<file path="config.mk">
export PLATFORM = sky130hd
export DESIGN_NAME = decimal_text_to_fixed_point_top
export DESIGN_NICKNAME = d
export VERILOG_FILES = /design/src/design/dec2fix_pkg.sv /design/src/design/decimal_text_to_fixed_point_top.sv
export SDC_FILE = /design/constraint.sdc
export NUM_CORES = 2
export LEC_CHECK = 0
export ABC_AREA = 1
export BUFFER_PORTS_ARGS = -buffer_cell sky130_fd_sc_hd__buf_2
export CAP_MARGIN = 30
export CORE_AREA = 4 4 338 340
export CTS_CLUSTER_DIAMETER = 80
export DETAILED_ROUTE_END_ITERATION = 7
export DIE_AREA = 0 0 342 344
export PLACE_DENSITY_LB_ADDON = 0.05
export SLEW_MARGIN = 10
export SYNTH_ARGS = -nofsm -noshare
export SYNTH_HDL_FRONTEND = slang
export SYNTH_SLANG_ARGS = --single-unit
</file>
<file path="constraint.sdc">
create_clock -name clk -period 7.8 [get_ports clk]
set_input_delay 1.17 -clock clk [delete_from_list [all_inputs] [get_ports clk]]
set_output_delay 1.17 -clock clk [all_outputs]
set_load 0.1 [all_outputs]
</file>
<file path="src/design/dec2fix_pkg.sv">
// Shared types, character codes and scaling constants for the decimal text parser.
package dec2fix_pkg;

    // Number of fraction digits kept in the result.
    localparam int unsigned FRACTION_DIGITS = 4;

    // Powers of ten, evaluated at elaboration only.
    function automatic logic [63:0] pow10(int unsigned n);
        logic [63:0] r;
        r = 64'd1;
        for (int unsigned i = 0; i < n; i++)
        begin
            r = r * 64'd10;
        end
        return r;
    endfunction

    // Largest magnitude of the result and the fixed-point scale.
    localparam logic [63:0] MAG_MAX   = 64'h7FFF_FFFF_FFFF_FFFF;
    localparam logic [63:0] SCALE     = pow10(FRACTION_DIGITS);
    localparam logic [63:0] INT_CAP   = MAG_MAX / SCALE;

    // Widths of the accumulators. The integer part may grow by one on a rounding carry.
    localparam int INT_W = $clog2(INT_CAP + 64'd2);
    localparam int FRAC_W = $clog2(SCALE + 64'd1);
    localparam int CNT_W = $clog2(FRACTION_DIGITS + 2);
    localparam int PAD_N = 2 ** CNT_W;

    typedef logic [INT_W-1:0]  int_acc_t;
    typedef logic [FRAC_W-1:0] frac_t;
    typedef logic [CNT_W-1:0]  cnt_t;

    // Factor that left-aligns a fraction of the given digit count to the full scale.
    function automatic frac_t pad_factor(int unsigned cnt);
        frac_t f;
        if (cnt < FRACTION_DIGITS)
        begin
            f = FRAC_W'(pow10(FRACTION_DIGITS - cnt));
        end
        else
        begin
            f = FRAC_W'(1);
        end
        return f;
    endfunction

    // Character codes.
    localparam logic [7:0] CH_SPACE = 8'h20;
    localparam logic [7:0] CH_TAB   = 8'h09;
    localparam logic [7:0] CH_LF    = 8'h0A;
    localparam logic [7:0] CH_FF    = 8'h0C;
    localparam logic [7:0] CH_CR    = 8'h0D;
    localparam logic [7:0] CH_PLUS  = 8'h2B;
    localparam logic [7:0] CH_COMMA = 8'h2C;
    localparam logic [7:0] CH_MINUS = 8'h2D;
    localparam logic [7:0] CH_DOT   = 8'h2E;
    localparam logic [7:0] CH_ZERO  = 8'h30;
    localparam logic [7:0] CH_NINE  = 8'h39;

    // A rounding digit at or above this value rounds the kept fraction up.
    localparam logic [3:0] ROUND_DIGIT = 4'd5;

    // Input word: one text byte.
    typedef struct packed {
        logic [7:0] char_code;
        logic       last_char;
    } in_word_t;

    // Result word: one parsed number.
    typedef struct packed {
        logic               valid_res;
        logic signed [63:0] value;
        logic               overflow;
    } out_word_t;

endpackage

</file>
<file path="src/design/decimal_text_to_fixed_point_top.sv">
// Streaming decimal text to signed fixed-point (scale 10^FRACTION_DIGITS) converter.
//
// Accepts one text byte per cycle on the char channel while char_stall is low and,
// for the byte flagged last_char, delivers one result word on the result channel
// through four registers (parse capture, fraction alignment and rounding, scaling
// and saturation, sign). Throughput is one byte per cycle while unstalled, set by
// the per-byte parser update, whose longest path is the multiply-by-ten-and-add of
// the integer accumulator followed by its compare against the saturation limit.
// Results travel through a four-deep register pipeline, so bytes keep flowing while
// finished results wait on result_stall; once all four stages hold a result,
// char_stall rises for every byte until the output side takes a word.
// Leading blanks are skipped, an optional sign and decimal digits with a point or
// comma are parsed, the first digit beyond the kept fraction rounds half up, and
// magnitudes above 2^63-1 set overflow and clamp to at most 2^63-1. Text with no
// digit, point or comma after blanks and sign gives valid_res low and value zero.
module decimal_text_to_fixed_point_top (
    input  logic                  clk,
    input  logic                  rst_n,
    input  logic                  char_valid,
    output logic                  char_stall,
    input  dec2fix_pkg::in_word_t char_word,
    output logic                  result_valid,
    input  logic                  result_stall,
    output dec2fix_pkg::out_word_t result_word
);
    import dec2fix_pkg::*;

    // Parser phases.
    localparam logic [2:0] PH_SKIP     = 3'd0;
    localparam logic [2:0] PH_SIGN     = 3'd1;
    localparam logic [2:0] PH_INT      = 3'd2;
    localparam logic [2:0] PH_FRAC     = 3'd3;
    localparam logic [2:0] PH_DONE_OK  = 3'd4;
    localparam logic [2:0] PH_DONE_BAD = 3'd5;

    localparam logic [INT_W+3:0] INT_CAP_X = (INT_W + 4)'(INT_CAP);
    localparam cnt_t             CNT_KEEP  = CNT_W'(FRACTION_DIGITS);
    localparam frac_t            SCALE_F   = FRAC_W'(SCALE);

    // Parser state.
    logic [2:0] phase_reg, phase_next;
    logic       neg_reg, neg_next;
    int_acc_t   acc_reg, acc_next;
    frac_t      frac_reg, frac_next;
    cnt_t       cnt_reg, cnt_next;
    logic       round_reg, round_next;
    logic       ovf_reg, ovf_next;

    // Stage 1: snapshot of the finished parse.
    logic       s1_valid_reg;
    logic       s1_ok_reg;
    logic       s1_neg_reg;
    int_acc_t   s1_acc_reg;
    frac_t      s1_frac_reg;
    cnt_t       s1_cnt_reg;
    logic       s1_round_reg;
    logic       s1_ovf_reg;

    // Stage 2: aligned and rounded parts.
    logic       s2_valid_reg;
    logic       s2_ok_reg;
    logic       s2_neg_reg;
    int_acc_t   s2_int_reg;
    frac_t      s2_frac_reg;
    logic       s2_ovf_reg;

    // Stage 3: saturated magnitude.
    logic        s3_valid_reg;
    logic        s3_ok_reg;
    logic        s3_neg_reg;
    logic [62:0] s3_mag_reg;
    logic        s3_ovf_reg;

    // Output register.
    logic      result_valid_reg;
    out_word_t result_word_reg;

    // Handshake and pipeline flow.
    logic char_fire;
    logic out_ready, s3_ready, s2_ready, s1_ready;

    assign out_ready  = !result_valid_reg || !result_stall;
    assign s3_ready   = !s3_valid_reg || out_ready;
    assign s2_ready   = !s2_valid_reg || s3_ready;
    assign s1_ready   = !s1_valid_reg || s2_ready;
    assign char_stall = !s1_ready;
    assign char_fire  = char_valid && !char_stall;

    // Byte classification.
    logic [7:0] ch;
    logic       is_blank, is_sign, is_digit, is_point;
    logic [3:0] digit;

    assign ch       = char_word.char_code;
    assign is_blank = (ch == CH_SPACE) || (ch == CH_TAB) || (ch == CH_LF) ||
                      (ch == CH_CR) || (ch == CH_FF);
    assign is_sign  = (ch == CH_PLUS) || (ch == CH_MINUS);
    assign is_digit = (ch >= CH_ZERO) && (ch <= CH_NINE);
    assign is_point = (ch == CH_DOT) || (ch == CH_COMMA);
    assign digit    = ch[3:0];

    // Integer digit append with saturation at the largest integer part that fits.
    logic [INT_W+3:0] int_prod;
    logic             int_over;
    int_acc_t         int_add;

    assign int_prod = {1'b0, acc_reg, 3'b000} + {3'b000, acc_reg, 1'b0} +
                      (INT_W + 4)'(digit);
    assign int_over = int_prod > INT_CAP_X;
    assign int_add  = int_over ? INT_W'(INT_CAP) : int_prod[INT_W-1:0];

    // Fraction digit append; only taken while fewer than the kept digits are in.
    logic [FRAC_W+3:0] frac_prod;

    assign frac_prod = {1'b0, frac_reg, 3'b000} + {3'b000, frac_reg, 1'b0} +
                       (FRAC_W + 4)'(digit);

    // Next parser state for the byte on the input.
    always_comb
    begin
        phase_next = phase_reg;
        neg_next   = neg_reg;
        acc_next   = acc_reg;
        frac_next  = frac_reg;
        cnt_next   = cnt_reg;
        round_next = round_reg;
        ovf_next   = ovf_reg;
        unique case (phase_reg)
            PH_SKIP, PH_SIGN:
            begin
                priority if (phase_reg == PH_SKIP && is_blank)
                begin
                    phase_next = PH_SKIP;
                end
                else if (phase_reg == PH_SKIP && is_sign)
                begin
                    neg_next   = (ch == CH_MINUS);
                    phase_next = PH_SIGN;
                end
                else if (is_digit)
                begin
                    acc_next   = int_add;
                    ovf_next   = ovf_reg || int_over;
                    phase_next = PH_INT;
                end
                else if (is_point)
                begin
                    phase_next = PH_FRAC;
                end
                else
                begin
                    phase_next = PH_DONE_BAD;
                end
            end
            PH_INT:
            begin
                priority if (is_digit)
                begin
                    acc_next = int_add;
                    ovf_next = ovf_reg || int_over;
                end
                else if (is_point)
                begin
                    phase_next = PH_FRAC;
                end
                else
                begin
                    phase_next = PH_DONE_OK;
                end
            end
            PH_FRAC:
            begin
                priority if (is_digit)
                begin
                    if (cnt_reg < CNT_KEEP)
                    begin
                        frac_next = frac_prod[FRAC_W-1:0];
                        cnt_next  = cnt_reg + CNT_W'(1);
                    end
                    else if (cnt_reg == CNT_KEEP)
                    begin
                        round_next = (digit >= ROUND_DIGIT);
                        cnt_next   = cnt_reg + CNT_W'(1);
                    end
                end
                else
                begin
                    phase_next = PH_DONE_OK;
                end
            end
            default:
            begin
                phase_next = phase_reg;
            end
        endcase
    end

    // Parser state registers; the final byte of a text returns them to reset.
    always_ff @(posedge clk or negedge rst_n)
    begin
        if (!rst_n)
        begin
            phase_reg <= PH_SKIP;
            neg_reg   <= 1'b0;
            acc_reg   <= '0;
            frac_reg  <= '0;
            cnt_reg   <= '0;
            round_reg <= 1'b0;
            ovf_reg   <= 1'b0;
        end
        else if (char_fire)
        begin
            if (char_word.last_char)
            begin
                phase_reg <= PH_SKIP;
                neg_reg   <= 1'b0;
                acc_reg   <= '0;
                frac_reg  <= '0;
                cnt_reg   <= '0;
                round_reg <= 1'b0;
                ovf_reg   <= 1'b0;
            end
            else
            begin
                phase_reg <= phase_next;
                neg_reg   <= neg_next;
                acc_reg   <= acc_next;
                frac_reg  <= frac_next;
                cnt_reg   <= cnt_next;
                round_reg <= round_next;
                ovf_reg   <= ovf_next;
            end
        end
    end

    // Pipeline valid bits.
    always_ff @(posedge clk or negedge rst_n)
    begin
        if (!rst_n)
        begin
            s1_valid_reg     <= 1'b0;
            s2_valid_reg     <= 1'b0;
            s3_valid_reg     <= 1'b0;
            result_valid_reg <= 1'b0;
        end
        else
        begin
            if (s1_ready)
            begin
                s1_valid_reg <= char_fire && char_word.last_char;
            end
            if (s2_ready)
            begin
                s2_valid_reg <= s1_valid_reg;
            end
            if (s3_ready)
            begin
                s3_valid_reg <= s2_valid_reg;
            end
            if (out_ready)
            begin
                result_valid_reg <= s3_valid_reg;
            end
        end
    end

    // Stage 1 capture of the parse that ends with this byte.
    always_ff @(posedge clk)
    begin
        if (char_fire && char_word.last_char)
        begin
            s1_ok_reg    <= (phase_next == PH_INT) || (phase_next == PH_FRAC) ||
                            (phase_next == PH_DONE_OK);
            s1_neg_reg   <= neg_next;
            s1_acc_reg   <= acc_next;
            s1_frac_reg  <= frac_next;
            s1_cnt_reg   <= cnt_next;
            s1_round_reg <= round_next;
            s1_ovf_reg   <= ovf_next;
        end
    end

    // Alignment factors, one for each possible count of fraction digits.
    frac_t pad_tab [PAD_N];

    for (genvar g = 0; g < PAD_N; g++)
    begin : g_pad
        assign pad_tab[g] = pad_factor(g);
    end

    // Stage 2: align the short fraction, then apply rounding with carry.
    logic [2*FRAC_W-1:0] frac_wide;
    frac_t               frac_aligned;
    frac_t               frac_rounded;
    logic                frac_carry;
    frac_t               s2_frac_next;
    int_acc_t            s2_int_next;

    assign frac_wide    = s1_frac_reg * pad_tab[s1_cnt_reg];
    assign frac_aligned = frac_wide[FRAC_W-1:0];
    assign frac_rounded = frac_aligned + FRAC_W'(s1_round_reg);
    assign frac_carry   = frac_rounded >= SCALE_F;
    assign s2_frac_next = frac_carry ? frac_rounded - SCALE_F : frac_rounded;
    assign s2_int_next  = s1_acc_reg + INT_W'(frac_carry);

    always_ff @(posedge clk)
    begin
        if (s2_ready && s1_valid_reg)
        begin
            s2_ok_reg   <= s1_ok_reg;
            s2_neg_reg  <= s1_neg_reg;
            s2_int_reg  <= s2_int_next;
            s2_frac_reg <= s2_frac_next;
            s2_ovf_reg  <= s1_ovf_reg;
        end
    end

    // Stage 3: scale to fixed point and saturate the magnitude.
    logic [63:0] mag_full;
    logic        mag_over;

    assign mag_full = 64'(s2_int_reg) * SCALE + 64'(s2_frac_reg);
    assign mag_over = mag_full[63];

    always_ff @(posedge clk)
    begin
        if (s3_ready && s2_valid_reg)
        begin
            s3_ok_reg  <= s2_ok_reg;
            s3_neg_reg <= s2_neg_reg;
            s3_mag_reg <= mag_over ? MAG_MAX[62:0] : mag_full[62:0];
            s3_ovf_reg <= s2_ovf_reg || mag_over;
        end
    end

    // Output stage: apply the sign; an invalid text reads as zero.
    logic [63:0] mag_ext;

    assign mag_ext = {1'b0, s3_mag_reg};

    always_ff @(posedge clk)
    begin
        if (out_ready && s3_valid_reg)
        begin
            result_word_reg.valid_res <= s3_ok_reg;
            result_word_reg.overflow  <= s3_ok_reg && s3_ovf_reg;
            if (!s3_ok_reg)
            begin
                result_word_reg.value <= '0;
            end
            else if (s3_neg_reg)
            begin
                result_word_reg.value <= -$signed(mag_ext);
            end
            else
            begin
                result_word_reg.value <= $signed(mag_ext);
            end
        end
    end

    assign result_valid = result_valid_reg;
    assign result_word  = result_word_reg;

    // An invalid text always yields a zero value with no overflow.
    assert property (@(posedge clk) disable iff (!rst_n)
        result_valid && !result_word.valid_res |->
            (result_word.value == 64'sd0) && !result_word.overflow)
        else $error("invalid result carries a nonzero value or overflow");

    // Saturation keeps the value off the most negative code.
    assert property (@(posedge clk) disable iff (!rst_n)
        result_valid |-> result_word.value != 64'sh8000_0000_0000_0000)
        else $error("result value reached the most negative code");

    // The final byte of a text returns the parser to its start.
    assert property (@(posedge clk) disable iff (!rst_n)
        char_fire && char_word.last_char |=>
            (phase_reg == PH_SKIP) && (acc_reg == '0) && (cnt_reg == '0) && !ovf_reg)
        else $error("parser not cleared after the final byte");

    // The accumulators stay within their saturation limits.
    assert property (@(posedge clk) disable iff (!rst_n)
        (acc_reg <= INT_W'(INT_CAP)) && (frac_reg < SCALE_F) &&
            (cnt_reg <= CNT_KEEP + CNT_W'(1)))
        else $error("parser accumulator out of range");

endmodule
</file>
Word level (Yosys, flattened, before mapping)
Memory sizes are Yosys's and may differ from the RTL's.
Index checks and enable logic that the tools add are counted.
W data, S select, Z words.
{"block": "word_totals", "reg_bits": 347, "romBits": 112, "input_bits": 13, "output_inout_bits": 68, "word_cells": 142, "memories": 1}
{"block": "op_classes", "n_addsub": 10, "n_mul": 2, "order_cmp": 7, "n_eq_ne": 16, "mux": 42, "n_bitwise": 1, "reduce_logical": 32}
{"name": "(name not given)", "depth": 8, "word_bits": 14, "rd": 1, "rd_ports_with_merged_regs": 0, "wr": 0, "line_no": "decimal_text_to_fixed_point_top.sv:299", "source": "assign frac_wide = s1_frac_reg * pad_tab[s1_cnt_reg];"}
{"op": "$mux W50", "n": 5}
{"op": "$pmux W50 S2", "n": 1}
{"op": "$mux W14", "n": 7}
{"op": "$add A64 B14 Y64", "n": 1}
{"op": "$neg A63 Y64", "n": 1}
{"op": "$mux W63", "n": 1}
{"op": "$mul A50 B10 Y60 const B", "n": 1}
{"op": "$add A53 B51 Y54", "n": 1}
{"op": "$add A54 B4 Y54", "n": 1}
{"op": "$gt A54 B50 Y1 const B", "n": 1}
{"op": "$add A50 B1 Y50", "n": 1}
{"op": "$eq A8 B6 Y1 const B", "n": 5}
{"op": "$mux W3", "n": 13}
{"op": "$eq A8 B4 Y1 const B", "n": 4}
{"op": "$add A14 B1 Y14", "n": 1}
{"op": "$add A14 B14 Y14", "n": 1}
{"op": "$add A14 B4 Y14", "n": 1}
{"op": "$ge A14 B14 Y1 const B", "n": 1}
{"op": "$logic_or A1 B1 Y1", "n": 14}
{"op": "$mul A14 B14 Y14", "n": 1}
{"op": "$sub A14 B14 Y14 const B", "n": 1}
{"op": "$mux W1", "n": 13}
{"op": "$eq A3 B2 Y1 const B", "n": 4}
{"op": "$logic_and A1 B1 Y1", "n": 9}
{"op": "15 further kinds", "n": 21}

Longest topological paths before layout
{"block": "depth", "ltp_word": 11, "mapped_depth": 51, "depth_no_buf": 50}

Least setup slack after synthesis
OpenSTA, ideal clock, no wires.
{"block": "synth_timing", "path_type": "reg-to-reg", "start": "reg s1_cnt_reg[0]", "end": "reg s2_int_reg[48], data pin", "setup_ns": 0.257, "t_arrival_ns": 8.271, "t_required_ns": 7.543, "path_slack_ns": -0.728, "path_stages_with_launch": 48, "n_path_buf": 1, "synth_period_minus_slack_ns": 8.528, "cell_sequence": "edfxtp_1 > inv_1 > ha_1 > nand2_1 > clkbuf_1 > nor2_1 > fa_1 > inv_1 > fa_1 > inv_1 > fa_1 > inv_1 > fa_1 > inv_1 > fa_1 > inv_1 > fa_1 > inv_1 > (+12 left out) > nand3_1 > nor2_2 > nand2_1 > nor2_2 > nand2_1 > nor2_2 > nand3_1 > nor3_2 > nand2_1 > nor2_1 > nand2_1 > nor2_2 > nand2_2 > nor3_1 > inv_1 > nor2_2 > nand2_1 > xor2_1"}
{"block": "synth_between", "elab_chain_cells": 8}
{"element": "start, declared", "line_no": "decimal_text_to_fixed_point_top.sv:55", "source": "cnt_t s1_cnt_reg;"}
{"element": "start signal, assigned", "line_no": "decimal_text_to_fixed_point_top.sv:277", "source": "s1_cnt_reg <= cnt_next;"}
{"element": "$not A3 Y4 (implied by the code)", "line_no": "decimal_text_to_fixed_point_top.sv:299"}
{"element": "$mem_v2 Z8 W14"}
{"element": "$mux W14 (implied by the code) (2 in a row)", "line_no": "decimal_text_to_fixed_point_top.sv:299"}
{"element": "$mul A14 B14 Y14", "line_no": "decimal_text_to_fixed_point_top.sv:299"}
{"element": "$add A14 B1 Y14", "line_no": "decimal_text_to_fixed_point_top.sv:301", "source": "assign frac_rounded = frac_aligned + FRAC_W'(s1_round_reg);"}
{"element": "$ge A14 B14 Y1", "line_no": "decimal_text_to_fixed_point_top.sv:302", "source": "assign frac_carry = frac_rounded >= SCALE_F;"}
{"element": "$add A50 B1 Y50", "line_no": "decimal_text_to_fixed_point_top.sv:304", "source": "assign s2_int_next = s1_acc_reg + INT_W'(frac_carry);"}
{"element": "named net s2_int_next[48]", "line_no": "decimal_text_to_fixed_point_top.sv:297", "source": "int_acc_t s2_int_next;"}
{"element": "end signal, assigned", "line_no": "decimal_text_to_fixed_point_top.sv:312", "source": "s2_int_reg <= s2_int_next;"}
{"element": "end, declared", "line_no": "decimal_text_to_fixed_point_top.sv:63", "source": "int_acc_t s2_int_reg;"}
The timed path passes the listed nets, and every way through them passes these cells. The select of a mux whose other input is x is not followed.
A chain may end at the register's enable or synchronous reset.

Worst setup path after layout
{"block": "layout_timing", "start": "reg s1_cnt_reg[1]", "end": "reg s2_int_reg[46], data pin"}
Same word-level chain as after synthesis.

==> impl_results.md <==
* Status: finished, violations left
* Violated checks: negative setup slack
* Fmax at 127 MHz
* Launch point of the worst reg-to-reg path: s1_cnt_reg[1]
* PortBufs at 80
* Post-synth EDFFs at 270
* Core Region at 112000 sq um
* Synth Flop Type: edfxtp_1
* Initial Utilization at 34.7%
* Max-slew headroom at 35.4%
* Final hold violations at 0
* Skew final at 0.0544 ns
* Initial antenna violation count at 2
* First-pass GRT wire length at 187000 um
* Yosys top cell area share at 21.0%
* ANT cells at 0
* Fin crit period at 7.86 ns
* PnR worst setup slack at -0.0621 ns
* Seq cells post-synth at 347
* Clock latency on the worst-skew pair at 0.62 ns
* Synth warn at 0
* Commonest cells in the netlist: nand2_1, inv_1, nor2_1
* CTS root buf: clkbuf_16
* Register-to-register setup slack at -0.06 ns
* Die width at 342 um
* Crit-path most repeated cell: fa_1
* Fraction of layout cells with a size suffix above 1 at 9.54%
* Clock sinks at 347
* 1st-iter DRT viols at 1608
* Drt pass-1 iters at 6
* Count leader, synth: nand2_1
* Reg2Reg Depth at 47
* Vias in the first global route at 33.5k
* Setup violators final at 6
* Crit path largest cell delay at 0.53 ns
* Die area at 118000 sq um
* Nets at 6174
* CTS max path bufs at 3
* Max Transition Viols Final at 0
* Post-synth net total at 5984
* R2r endpoint: s2_int_reg[46]
* Overflow after GRT at 0
* Worst slew pin tran at 0.970 ns
* Worst path slowest cell: fa_1
* Crit share post-route at 101%
* Synth top area cells: edfxtp_1, nand2_1, inv_1, ha_1, fa_1
* WP depth at 47
* GPL Wtd Cong at 0.932
* Max_cap viols at 0
* Post-synth ARST share at 22.2%
* Min-delay src: s2_ok_reg
* Worst-path clk slew at 0.06 ns
* Hold_ws at 0.417 ns
* Detail Placement HPWL at 97700 um
* Critical path class: reg2reg
* Area grow syn2layout at 13.0%
* CTS H-tree depth at 2
* Total GRT Usage at 20.0%
* Largest register FFs at 66
* Seq/Total Area, Yosys at 25.9%
* Critical path data required time at 8.12 ns
* RSZ-0062 raised after global routing: yes
* Antenna-violating nets left at 0
* Synth area leader: edfxtp_1
* Final WL at 116000 um
* Crit start category: flop
* DRC at 0
* Mapped Area at 38700 sq um
* Critical Path Start: s1_cnt_reg[1]
* Via count at 33.2k
* Die extent in y at 344 um
* Fill cells at 11.9k
* Row cnt at 123
* CP bufs+invs at 11
* Largest net degree at the start of global routing at 83
* Worst Setup EP: s2_int_reg[46]
* Worst endpoint data arrival time at 8.19 ns
* Max Fanout on Critical Path at 5
* Io pins at 81
* TritonCTS Buffers at 46
* Min-delay worst type: reg2reg
* Family with the most delay on the worst path: adder cells
* Vias per cell at 4.65
* Drt wl/cell at 16.3 um
* Mapped Cells at 5419
* Crit end category: flop
* Syn avg cell area at 7.14 sq um
* CTS tree: built
* Unique cell type count in the Yosys netlist at 61
==> through the flow <==
step	setup TNS [ns]	setup slack, ns	instance area (sq um)	util (%)	cells
4_1_cts	-1.38	-0.180	43400	38.9	7136
3_5_place_dp	-3.64	-0.434	41700	37.4	7038
6_report	-0.219	-0.0621	43700	39.2	7147
5_1_grt	-9.10	-0.624	43700	39.2	7147
2_1_floorplan	-0.0985	-0.0687	38900	-	5419
3_3_place_gp	-2.67	-0.362	41700	37.4	7038
==> worst min-delay path by stage <==
stage / to / slack, ns / cells past startpoint
final: s3_ok_reg / 0.42 / 0
after global routing: s2_neg_reg / 0.44 / 0
after CTS: s3_ok_reg / 0.42 / 0
after detailed placement: s3_ok_reg / 0.41 / 0
after global placement: s3_neg_reg / 0.41 / 0
after floorplan: s2_neg_reg / 0.40 / 0
==> cells by family after synthesis <==
kind of cell	after synthesis	share of synthesized area, %
adder cells (fa/ha/maj)	552	21.7
AO/OA/AOI/OAI	551	7.93
XOR/XNOR	182	4.20
flip-flops	347	25.9
buffers and inverters	1311	12.9
AND/OR/NAND/NOR	2476	27.3
==> worst register-to-register path: cells and delay by family, from the launching register on <==
family / cells / cell delay, ns
AND/OR/NAND/NOR: 21 / 2.36
XOR/XNOR: 2 / 0.29
buffers and inverters: 11 / 0.70
adder cells (fa/ha/maj): 10 / 3.45
flip-flops: 1 / 0.43
AO/OA/AOI/OAI: 3 / 0.38
==> placed cells by master, fill, tap and decap left out, types with 25 or more instances in the layout <==
cell type,instances
nand2_1,1288
o211ai_1,32
or2_2,29
xnor2_1,55
inv_2,37
fa_1,195
ha_1,347
nand4_1,82
inv_1,1188
nand2_2,58
a21oi_1,239
buf_4,134
buf_2,79
dfrtp_1,77
nor2_1,566
nand3b_1,38
nand3_1,208
nor3_1,77
nor2_2,35
a31oi_1,25
edfxtp_1,270
clkbuf_16,46
o21ai_0,162
xor2_1,121
==> final cells by class <==
type / count / area (sq um) / share of cell area [%]
Multi-Input combinational cell: 3762 / 24100 / 55.2
Sequential cell: 347 / 10000 / 23.0
Inverter: 1231 / 4630 / 10.6
Tap cell: 1500 / 1880 / 4.29
Timing Repair Buffer: 221 / 1500 / 3.43
Clock buffer: 55 / 1200 / 2.76
Clock inverter: 31 / 317 / 0.724
==> repair_timing <==
action / CTS / global route
pin swaps: 25 / 13
endpoints found under the setup margin: 16 / 26
cloned: 1 / 0
endpoints found under the hold margin: 0 / 0
hold buffers: 0 / 0
resized for setup: 22 / 45
setup buffers: 11 / 11
==> per-layer routing <==
metal | share of wire (%) | track usage [%] | vias to the layer above
met4 | 3.6 | 6.72 | 2
met1 | 46 | 25.9 | 15200
li1 | - | - | 17300
met5 | 0.011 | 0 | -
met2 | 47 | 34.8 | 517
met3 | 3.2 | 2.18 | 177
Power is left out: the tool's default activity adds up to more than one toggle a clock period on the data nets, which glitch-free logic cannot reach.
